**src/rtl/core/lics_pkg.sv**
```systemverilog
`default_nettype none
package lics_pkg;

    localparam int unsigned CAPACITY  = 32;
    localparam int unsigned SIZE_BITS = 48;
    localparam int unsigned ID_BITS   = 16;

    localparam int unsigned STATUS_W = 3;
    localparam int unsigned HCOUNT_W = 6;
    localparam int unsigned HSUM_W   = 53;
    localparam int unsigned CMD_W    = 2;
    localparam int unsigned PADDR_W  = 4;
    localparam int unsigned PDATA_W  = 64;

    localparam logic [CMD_W-1:0] CMD_ADD   = 2'd0;
    localparam logic [CMD_W-1:0] CMD_LOWER = 2'd1;
    localparam logic [CMD_W-1:0] CMD_DRAIN = 2'd2;

    localparam logic [STATUS_W-1:0] ST_INSERTED = 3'd0;
    localparam logic [STATUS_W-1:0] ST_IGNORED  = 3'd1;
    localparam logic [STATUS_W-1:0] ST_FULL     = 3'd2;
    localparam logic [STATUS_W-1:0] ST_LOWERED  = 3'd3;
    localparam logic [STATUS_W-1:0] ST_ENTRY    = 3'd4;
    localparam logic [STATUS_W-1:0] ST_EMPTY    = 3'd5;

    // Commands from the controller to the datapath.
    typedef struct packed {
        logic capture;
        logic do_add;
        logic do_lower;
        logic drain_start;
        logic do_drop;
        logic put_result;
        logic put_entry;
    } t_ctl;

    // Status from the datapath to the controller.
    typedef struct packed {
        logic [CMD_W-1:0] cmd;
        logic             add_drop;
        logic             cnt_zero;
        logic             drop_ok;
        logic             drain_last;
        logic             out_free;
    } t_sts;

endpackage
`default_nettype wire

```
**src/rtl/core/lics_ctrl.sv**
```systemverilog
`default_nettype none
module lics_ctrl (
    input  wire                i_clk,
    input  wire                i_rst_n,
    input  wire                i_in_valid,
    input  lics_pkg::t_sts     i_sts,
    output lics_pkg::t_ctl     o_ctl,
    output logic               o_idle
);

    localparam logic [2:0] S_IDLE  = 3'd0;
    localparam logic [2:0] S_EXEC  = 3'd1;
    localparam logic [2:0] S_DROP  = 3'd2;
    localparam logic [2:0] S_RES   = 3'd3;
    localparam logic [2:0] S_DRAIN = 3'd4;

    logic [2:0] r_state;
    logic [2:0] n_state;

    always_comb begin
        n_state = r_state;
        o_ctl   = '0;
        case (r_state)
            S_IDLE: begin
                if (i_in_valid) begin
                    o_ctl.capture = 1'b1;
                    n_state       = S_EXEC;
                end
            end
            S_EXEC: begin
                case (i_sts.cmd)
                    lics_pkg::CMD_ADD: begin
                        o_ctl.do_add = 1'b1;
                        n_state      = i_sts.add_drop ? S_DROP : S_RES;
                    end
                    lics_pkg::CMD_LOWER: begin
                        o_ctl.do_lower = 1'b1;
                        n_state        = S_DROP;
                    end
                    lics_pkg::CMD_DRAIN: begin
                        o_ctl.drain_start = 1'b1;
                        n_state           = i_sts.cnt_zero ? S_RES : S_DRAIN;
                    end
                    default: n_state = S_IDLE;
                endcase
            end
            S_DROP: begin
                if (i_sts.drop_ok) begin
                    o_ctl.do_drop = 1'b1;
                end else begin
                    n_state = S_RES;
                end
            end
            S_RES: begin
                if (i_sts.out_free) begin
                    o_ctl.put_result = 1'b1;
                    n_state          = S_IDLE;
                end
            end
            S_DRAIN: begin
                if (i_sts.out_free) begin
                    o_ctl.put_entry = 1'b1;
                    if (i_sts.drain_last) begin
                        n_state = S_IDLE;
                    end
                end
            end
            default: n_state = S_IDLE;
        endcase
    end

    always_ff @(posedge i_clk) begin
        if (!i_rst_n) begin
            r_state <= S_IDLE;
        end else begin
            r_state <= n_state;
        end
    end

    assign o_idle = (r_state == S_IDLE);

endmodule
`default_nettype wire

```
**config.mk**
```make
export PLATFORM = sky130hd
export DESIGN_NAME = lics_ctrl
export DESIGN_NICKNAME = d
export VERILOG_FILES = /design/src/rtl/core/lics_pkg.sv /design/src/rtl/core/lics_ctrl.sv
export SDC_FILE = /design/constraint.sdc
export NUM_CORES = 1
export LEC_CHECK = 0
export ABC_CLOCK_PERIOD_IN_PS = 2500
export CAP_MARGIN = 20
export CORE_AREA = 10 10 47 49
export DETAILED_ROUTE_END_ITERATION = 6
export DIE_AREA = 0 0 57 59
export DONT_BUFFER_PORTS = 1
export PLACE_DENSITY = 0.31
export SYNTH_ARGS = -nofsm -noshare
export SYNTH_HDL_FRONTEND = slang
export SYNTH_SLANG_ARGS = --single-unit
```
**constraint.sdc**
```tcl
create_clock -name i_clk -period 2.5 [get_ports i_clk]
set_input_delay 0.25 -clock i_clk [delete_from_list [all_inputs] [get_ports i_clk]]
set_output_delay 0.25 -clock i_clk [all_outputs]
set_load 0.005 [all_outputs]
```
Word level (Yosys, flattened, before mapping)
Cells that the tools add are included.
W data, S select, Z words.
{ "op_classes": {"n_eq_ne": 11, "muxes": 20, "n_reduce_logical": 3} }
{ "ops": {"columns": ["cell", "count"], "rows": [
  ["$mux W3", 7],
  ["$pmux W3 S5", 1],
  ["$mux W1", 11],
  ["$ne A2 B2 Y1 const B", 5],
  ["$pmux W3 S3", 1],
  ["$eq A3 B2 Y1 const B", 2],
  ["$reduce_and A5 Y1", 1],
  ["$eq A3 B1 Y1 const B", 1],
  ["$eq A3 B3 Y1 const B", 1],
  ["$logic_not A3 Y1", 1],
  ["$eq A2 B1 Y1 const B", 1],
  ["$eq A2 B2 Y1 const B", 1],
  ["$logic_not A2 Y1", 1]
]} }
{ "totals": {"ff_bits": 3, "input_bits": 10, "output_inout_bits": 8} }

Longest topological paths before layout
Gate-level depths: netlist (run 1).
{ "logic_depth": {"ltp_word": 3, "mapped_depth": 5} }

Least setup slack after synthesis (run 1)
No wires, ideal clock.
{ "synth_path": {"path_type": "register to output", "start": "reg r_state[0]", "end": "out o_ctl[3] in the netlist's numbering", "arrival_time_ps": 903, "t_required_ps": 2250, "path_slack_ps": 1347, "stages_incl_launch_ff": 4, "n_path_buf": 1, "cell_sequence": "dfxtp_1 clkbuf_1 nand2_1 nor3b_1"} }
{ "synth_lines": {"columns": ["item", "line", "text"], "rows": [
  ["start, declared", "lics_ctrl.sv:17", "logic [2:0] r_state;"],
  ["start signal, assigned", "lics_ctrl.sv:76", "r_state <= n_state;"],
  ["end, declared", "lics_ctrl.sv:7", "output lics_pkg::t_ctl o_ctl,"]
]} }

==> impl_metrics.json, run 1 <==
{
  "fin_setup_tns_ns": 0,
  "finalHoldViolCount": 0,
  "synth_cell_types": 23,
  "fin_area_sq_um": 317,
  "cts_tree": "done",
  "utilization_pct": 22.6,
  "crit_buf_inv": 0,
  "root_buffer": "clkbuf_4",
  "detailedPlace.worstSlack_ns": 1.21,
  "first_pass_iters": 4,
  "syn_nets": 49,
  "min-delay-path-class": "input port to flip-flop",
  "ios": 18,
  "htreeDepth": 1,
  "path_class": "flip-flop to output port",
  "die_y_um": 59,
  "m1WireLength_um": 364,
  "layout-drive-gt1-share_pct": 12.5,
  "min_period_ns": 1.52,
  "wl_met2_um": 441,
  "largest-register": "r_state",
  "fin_crit_sh_pct": 60.8,
  "grt_pass1_vias": 276,
  "placement_rows": 14,
  "cts-resized-gates": 0,
  "finalWorstSetupSlack_ns": 0.981,
  "nets": 51,
  "numClockSinks": 3,
  "post-dp-hpwl_um": 679,
  "synth_top_cell_area_share_pct": 21.1,
  "worst-path-stages": 1,
  "yosys.area.top_type": "dfxtp_1",
  "drt_wl_total_um": 885,
  "routed_via_density": 5.05,
  "synthTopCellsByArea": "dfxtp_1 (21%), nand2_1 (7.9%), nor3b_1 (7.9%), nor4b_1 (6.2%), a21oi_1 (5.3%)",
  "cp-end-kind": "output port",
  "whs_path_depth": 1,
  "met3WireLength_um": 79,
  "critical_path_peak_fanout": 10,
  "cp.required_ns": 2.25,
  "critPathSlowestCell": "nor4bb_1",
  "postCtsSetupBuffers": 0,
  "die_w_um": 57,
  "outcome": "finished clean",
  "peakVddDrop_uv": 420,
  "die-area_sq_um": 3360,
  "drt_iter0_drc": 6,
  "critPathLaunchType": "flip-flop",
  "placed_area_sq_um": 290,
  "clk_pin_slew_ns": 0.04,
  "p_leak_nw": 0.104,
  "drv_cap": 0,
  "path_delay_family": "simple AND/OR/NAND/NOR gates",
  "gp_congestion": 0.753,
  "reg2regPathDepth": 2,
  "critical-path-max-stage-delay_ns": 0.52,
  "relSlewSlack_pct": 61.3,
  "seq_area_frac_synth_pct": 21.1,
  "drc": 0,
  "clockBufferDepth": 2,
  "fmax_ghz": 0.658,
  "netlist_area_sq_um": 284,
  "skew_ns": 0.000597,
  "crit_chain": "nor4bb_1",
  "grt_usage_pct": 4.91,
  "clk_latency_ns": 0.23,
  "numCtsBuffers": 3,
  "antenna_found_initial": 0,
  "area_growth_pct": 11.5,
  "synth_cells": 39,
  "wire_per_inst_um": 15.8,
  "worst_ep_arrival_time_ns": 1.27,
  "grt-ovfl-total": 0,
  "yosys_warnings": 0,
  "synth_area_per_cell_sq_um": 7.28,
  "top_layer": "met3",
  "vias": 283,
  "grt_max_degree": 11,
  "hold_slack_ns": 0.148,
  "start_util_pct": 20.3,
  "power.density_nw_per_um2": 773,
  "io_buffers": 0,
  "regToRegSetupSlack_ns": 1.23,
  "top_regs": "r_state (3)",
  "grt_pass1_wl_mm": 1.30,
  "holdBufCountCts": 0,
  "core_area_sq_um": 1400,
  "rsz0062_at_grt": "no",
  "drv_slew": 0,
  "yosys_register_bits": 3,
  "postRouteAntennaNets": 0,
  "tightestPinTransition_ns": 0.573,
  "largest_reg_flops": 3,
  "setup_viol": 0,
  "antenna_cells": 0
}
placed cells by master (no fill, tap or decap), drive strengths merged:
master / netlist / layout
a2111oi: 1 / 1
clkbuf: 1 / 4
nand3b: 1 / 1
nor2: 2 / 2
nor4b: 2 / 2
o21a: 1 / 1
inv: 1 / 1
nand2b: 2 / 2
or2: 1 / 1
nor3b: 3 / 3
and3: 1 / 1
nor3: 3 / 3
and2: 1 / 1
mux2i: 1 / 1
dfxtp: 3 / 3
a21oi: 3 / 3
o21ai: 1 / 1
nor4bb: 1 / 1
a211oi: 1 / 1
o31ai: 1 / 1
nand2: 6 / 6
power breakdown:
part | leakage, nW | total [mW] | switching [mW] | internal [mW]
sequential | 0.0247 | 0.0859 | 0.0272 | 0.0588
combinational | 0.0648 | 0.0727 | 0.0409 | 0.0318
clock | 0.0150 | 0.0859 | 0.0260 | 0.0599
total | 0.104 | 0.245 | 0.0941 | 0.150
cell usage after synthesis:
master     count
nor3_1         2
nor3b_1        3
dfxtp_1        3
nor4b_1        2
nor2_1         2
a2111oi_2      1
nor4bb_1       1
o21ai_0        1
nor3_2         1
inv_1          1
a21oi_1        3
nand3b_1       1
nand2b_1       2
mux2i_1        1
and3_1         1
buf_2          2
and2_1         1
o21a_1         1
o31ai_1        1
a211oi_1       1
nand2_1        6
or2_1          1
clkbuf_1       1
per-layer routing:
layer	vias up	track usage [%]
met4	0	2.01
met1	128	4.95
met2	10	7.75
li1	145	-
met5	-	0
met3	0	3.43
per-stage QoR:
step,cells,total power [mW]
floorplan,39,0.147
global placement,52,0.160
detailed placement,52,0.159
CTS,56,0.248
global route,56,0.266
finish,56,0.245
layout make-up:
cell class | instances | area (sq um)
Clock buffer | 4 | 26.3
Fill cell | 172 | 1080
Inverter | 1 | 3.75
Multi-Input combinational cell | 32 | 206
Sequential cell | 3 | 60.1
Tap cell | 16 | 20.0
cell families (layout without fill, tap and decap cells):
group                  after synthesis  count (layout)  share of synthesized area (%)
AOI/OAI and AO/OA                    8               8                           20.3
buffers and inverters                4               5                           6.17
DFF                                  3               3                           21.1
muxes                                1               1                           3.52
and+or+nand+nor                     23              23                           48.9
final timing paths:
| check | from | endpoint |
|---|---|---|
| setup / recovery | r_state[1] | o_ctl[2] |
| hold / removal | i_rst_n | r_state[2] |
| hold reg to reg | r_state[1] | r_state[1] |
| setup reg to reg | r_state[1] | r_state[0] |
Note: power is estimated with default switching activity, not from simulation.
==> run 2, diff against run 1 <==
--- a/config.mk
+++ b/config.mk
@@ -5,13 +5,14 @@
 export SDC_FILE = /design/constraint.sdc
 export NUM_CORES = 1
 export LEC_CHECK = 0
-export ABC_CLOCK_PERIOD_IN_PS = 2500
+export ABC_AREA = 1
+export ABC_CLOCK_PERIOD_IN_PS = 1250
 export CAP_MARGIN = 20
 export CORE_AREA = 10 10 47 49
 export DETAILED_ROUTE_END_ITERATION = 6
 export DIE_AREA = 0 0 57 59
 export DONT_BUFFER_PORTS = 1
-export PLACE_DENSITY = 0.31
+export PLACE_DENSITY = 0.38
 export SYNTH_ARGS = -nofsm -noshare
 export SYNTH_HDL_FRONTEND = slang
 export SYNTH_SLANG_ARGS = --single-unit
==> constraint.sdc (replaced) <==
create_clock -name i_clk -period 1.25 [get_ports i_clk]
set_input_delay 0.125 -clock i_clk [delete_from_list [all_inputs] [get_ports i_clk]]
set_output_delay 0.125 -clock i_clk [all_outputs]
set_load 0.005 [all_outputs]
==> impl_metrics.json, run 2 <==
{
  "synth_commonest_cells": "nand2_1 (12), nor2_1 (7), inv_1 (6)",
  "tightestPinTransition_ns": 0.265,
  "numClockSinks": 3,
  "die_w_um": 57,
  "top_layer": "met3",
  "grt_usage_pct": 5.58,
  "synth_area_per_cell_sq_um": 6.15,
  "gp_congestion": 0.670,
  "min_from": "i_rst_n",
  "critPathLaunchType": "flip-flop",
  "htreeDepth": 1,
  "holdPathEnd": "r_state[0]",
  "first_pass_iters": 3,
  "routed_via_density": 4.48,
  "clk_pin_slew_ns": 0.04,
  "drt_wl_total_um": 908,
  "die-area_sq_um": 3360,
  "numCtsBuffers": 3,
  "clockBufferDepth": 2,
  "wl_met2_um": 459,
  "layout-drive-gt1-share_pct": 41.0,
  "yosys_register_bits": 3,
  "met3WireLength_um": 111,
  "n_fill_cell": 173,
  "reg2reg_to": "r_state[1]",
  "cp-end-kind": "output port",
  "synth_cells": 57,
  "reg2regPathDepth": 7,
  "critical_path_peak_fanout": 7,
  "finalHoldViolCount": 0,
  "grt_pass1_vias": 334,
  "worst_ep_arrival_time_ns": 1.04,
  "vias": 345,
  "rsz0062_at_grt": "no",
  "netlist_area_sq_um": 350,
  "die_y_um": 59,
  "yosys.cell_count.top_type": "nand2_1",
  "grt_pass1_wl_mm": 1.46,
  "cp.required_ns": 1.12,
  "power.density_nw_per_um2": 2030,
  "placement_rows": 14,
  "post-dp-hpwl_um": 758,
  "whs_path_depth": 2,
  "io_buffers": 0,
  "min_period_ns": 1.16,
  "holdBufCountCts": 0,
  "largest_reg_flops": 3,
  "finalWorstSetupSlack_ns": 0.0873,
  "nets": 72,
  "fin_setup_tns_ns": 0,
  "clk_latency_ns": 0.23,
  "fmax_ghz": 0.860,
  "relSlewSlack_pct": 82.2,
  "start_util_pct": 25.0,
  "regToRegSetupSlack_ns": 0.13,
  "ios": 18,
  "m1WireLength_um": 336,
  "drc": 0,
  "core_area_sq_um": 1400,
  "drv_slew": 0,
  "setup_viol": 0,
  "finalPower_uw": 872,
  "largest-register": "r_state",
  "yosys_warnings": 0,
  "synth_top_cell_area_share_pct": 17.1,
  "antenna_found_initial": 0,
  "min-delay-path-class": "input port to flip-flop",
  "postCtsSetupBuffers": 0,
  "path_class": "flip-flop to output port",
  "outcome": "finished clean",
  "grt-ovfl-total": 0,
  "postRouteAntennaNets": 0,
  "seq_area_frac_synth_pct": 17.1,
  "detailedPlace.worstSlack_ns": 0.0335,
  "async_flop_share_pct": 0,
  "area_growth_pct": 22.5,
  "register_area_sq_um": 66.3,
  "syn_nets": 67,
  "skew_ns": 0.00239,
  "layout_common_cells": "nand2_1 (12), nor2_1 (7), inv_1 (6)",
  "wire_per_inst_um": 11.8,
  "multi_input_comb_area_sq_um": 262,
  "synthTopCellsByArea": "dfxtp_1 (17%), nand2_1 (13%), nor2_1 (7.5%), nand2_2 (7.1%), inv_1 (6.4%)",
  "r2r-start": "r_state[2]",
  "cts-resized-gates": 7,
  "yosys.area.top_type": "dfxtp_1",
  "grt_max_degree": 8,
  "synth_cell_types": 19,
  "final_common_cell": "nand2_1",
  "cts_tree": "done",
  "synth-edff-count": 0,
  "synth-main-ff-cell": "dfxtp_1",
  "drv_cap": 0,
  "root_buffer": "clkbuf_4",
  "antenna_cells": 0,
  "peakVddDrop_uv": 673,
  "p_leak_nw": 0.213,
  "drt_iter0_drc": 2,
  "top_regs": "r_state (3)",
  "fin_crit_sh_pct": 93.0
}
==> run 2: changes by cell type in the layout (fill, tap and decap cells not counted), sizes merged, moves of 2 or more <==
cell    delta
nand2     +10
inv        +9
nor3b      -3
nor2       +8
nand3      +5
nor4b      -2
nand2b     -2
nor4       +2
==> run 2: routing by layer <==
layer	vias to the layer above	GRT usage (%)
met1	145	4.77
met2	10	8.99
met5	-	0
li1	190	-
met3	0	4.08
met4	0	4.03
==> run 2: metrics by stage <==
stage                     cells  util [%]  hold WS, ns  cell area (sq um)
final                        77      30.6       0.0111                429
after global routing         77      30.6      0.00311                429
after CTS                    77      30.4      0.00972                425
after detailed placement     73      26.4        0.255                370
after global placement       73      26.4        0.249                370
after floorplan              57         -        0.246                350
==> run 2: worst max-delay path by stage <==
stage,start,end,slack [ns],cells past startpoint
after global placement,r_state[2],r_state[1],0.007,7
final,r_state[2],o_ctl[4],0.09,3
after floorplan,r_state[1],r_state[2],0.19,7
after CTS,r_state[0],r_state[2],0.04,7
after global routing,r_state[2],o_ctl[4],0.008,3
after detailed placement,r_state[2],r_state[1],0.03,7
==> run 2: final cells by class <==
type / count / share of cell area (%)
Multi-Input combinational cell: 43 / 60.9
Inverter: 11 / 12.8
Clock buffer: 4 / 6.12
Sequential cell: 3 / 15.5
Tap cell: 16 / 4.66
==> run 2: logic make-up (layout without fill, tap and decap cells) <==
kind of cell           after synthesis  in the layout  share of synthesized area [%]
AOI/OAI and AO/OA                    4              4                           6.78
buffers and inverters               11             15                           15.7
DFF                                  3              3                           17.1
and+or+nand+nor                     39             39                           60.4
==> run 2: worst max-delay path, stage by stage (launching register included) <==
cell and delay (ns):
dfxtp_2 0.36, nor2_4 0.15, nand2_2 0.13, nor3_2 0.16
==> run 2: where the power goes <==
part	internal, mW	leakage, nW	total, mW	switching, mW
clock	0.119	0.0150	0.166	0.0465
sequential	0.147	0.0261	0.235	0.0882
combinational	0.177	0.171	0.471	0.294
total	0.444	0.213	0.872	0.428
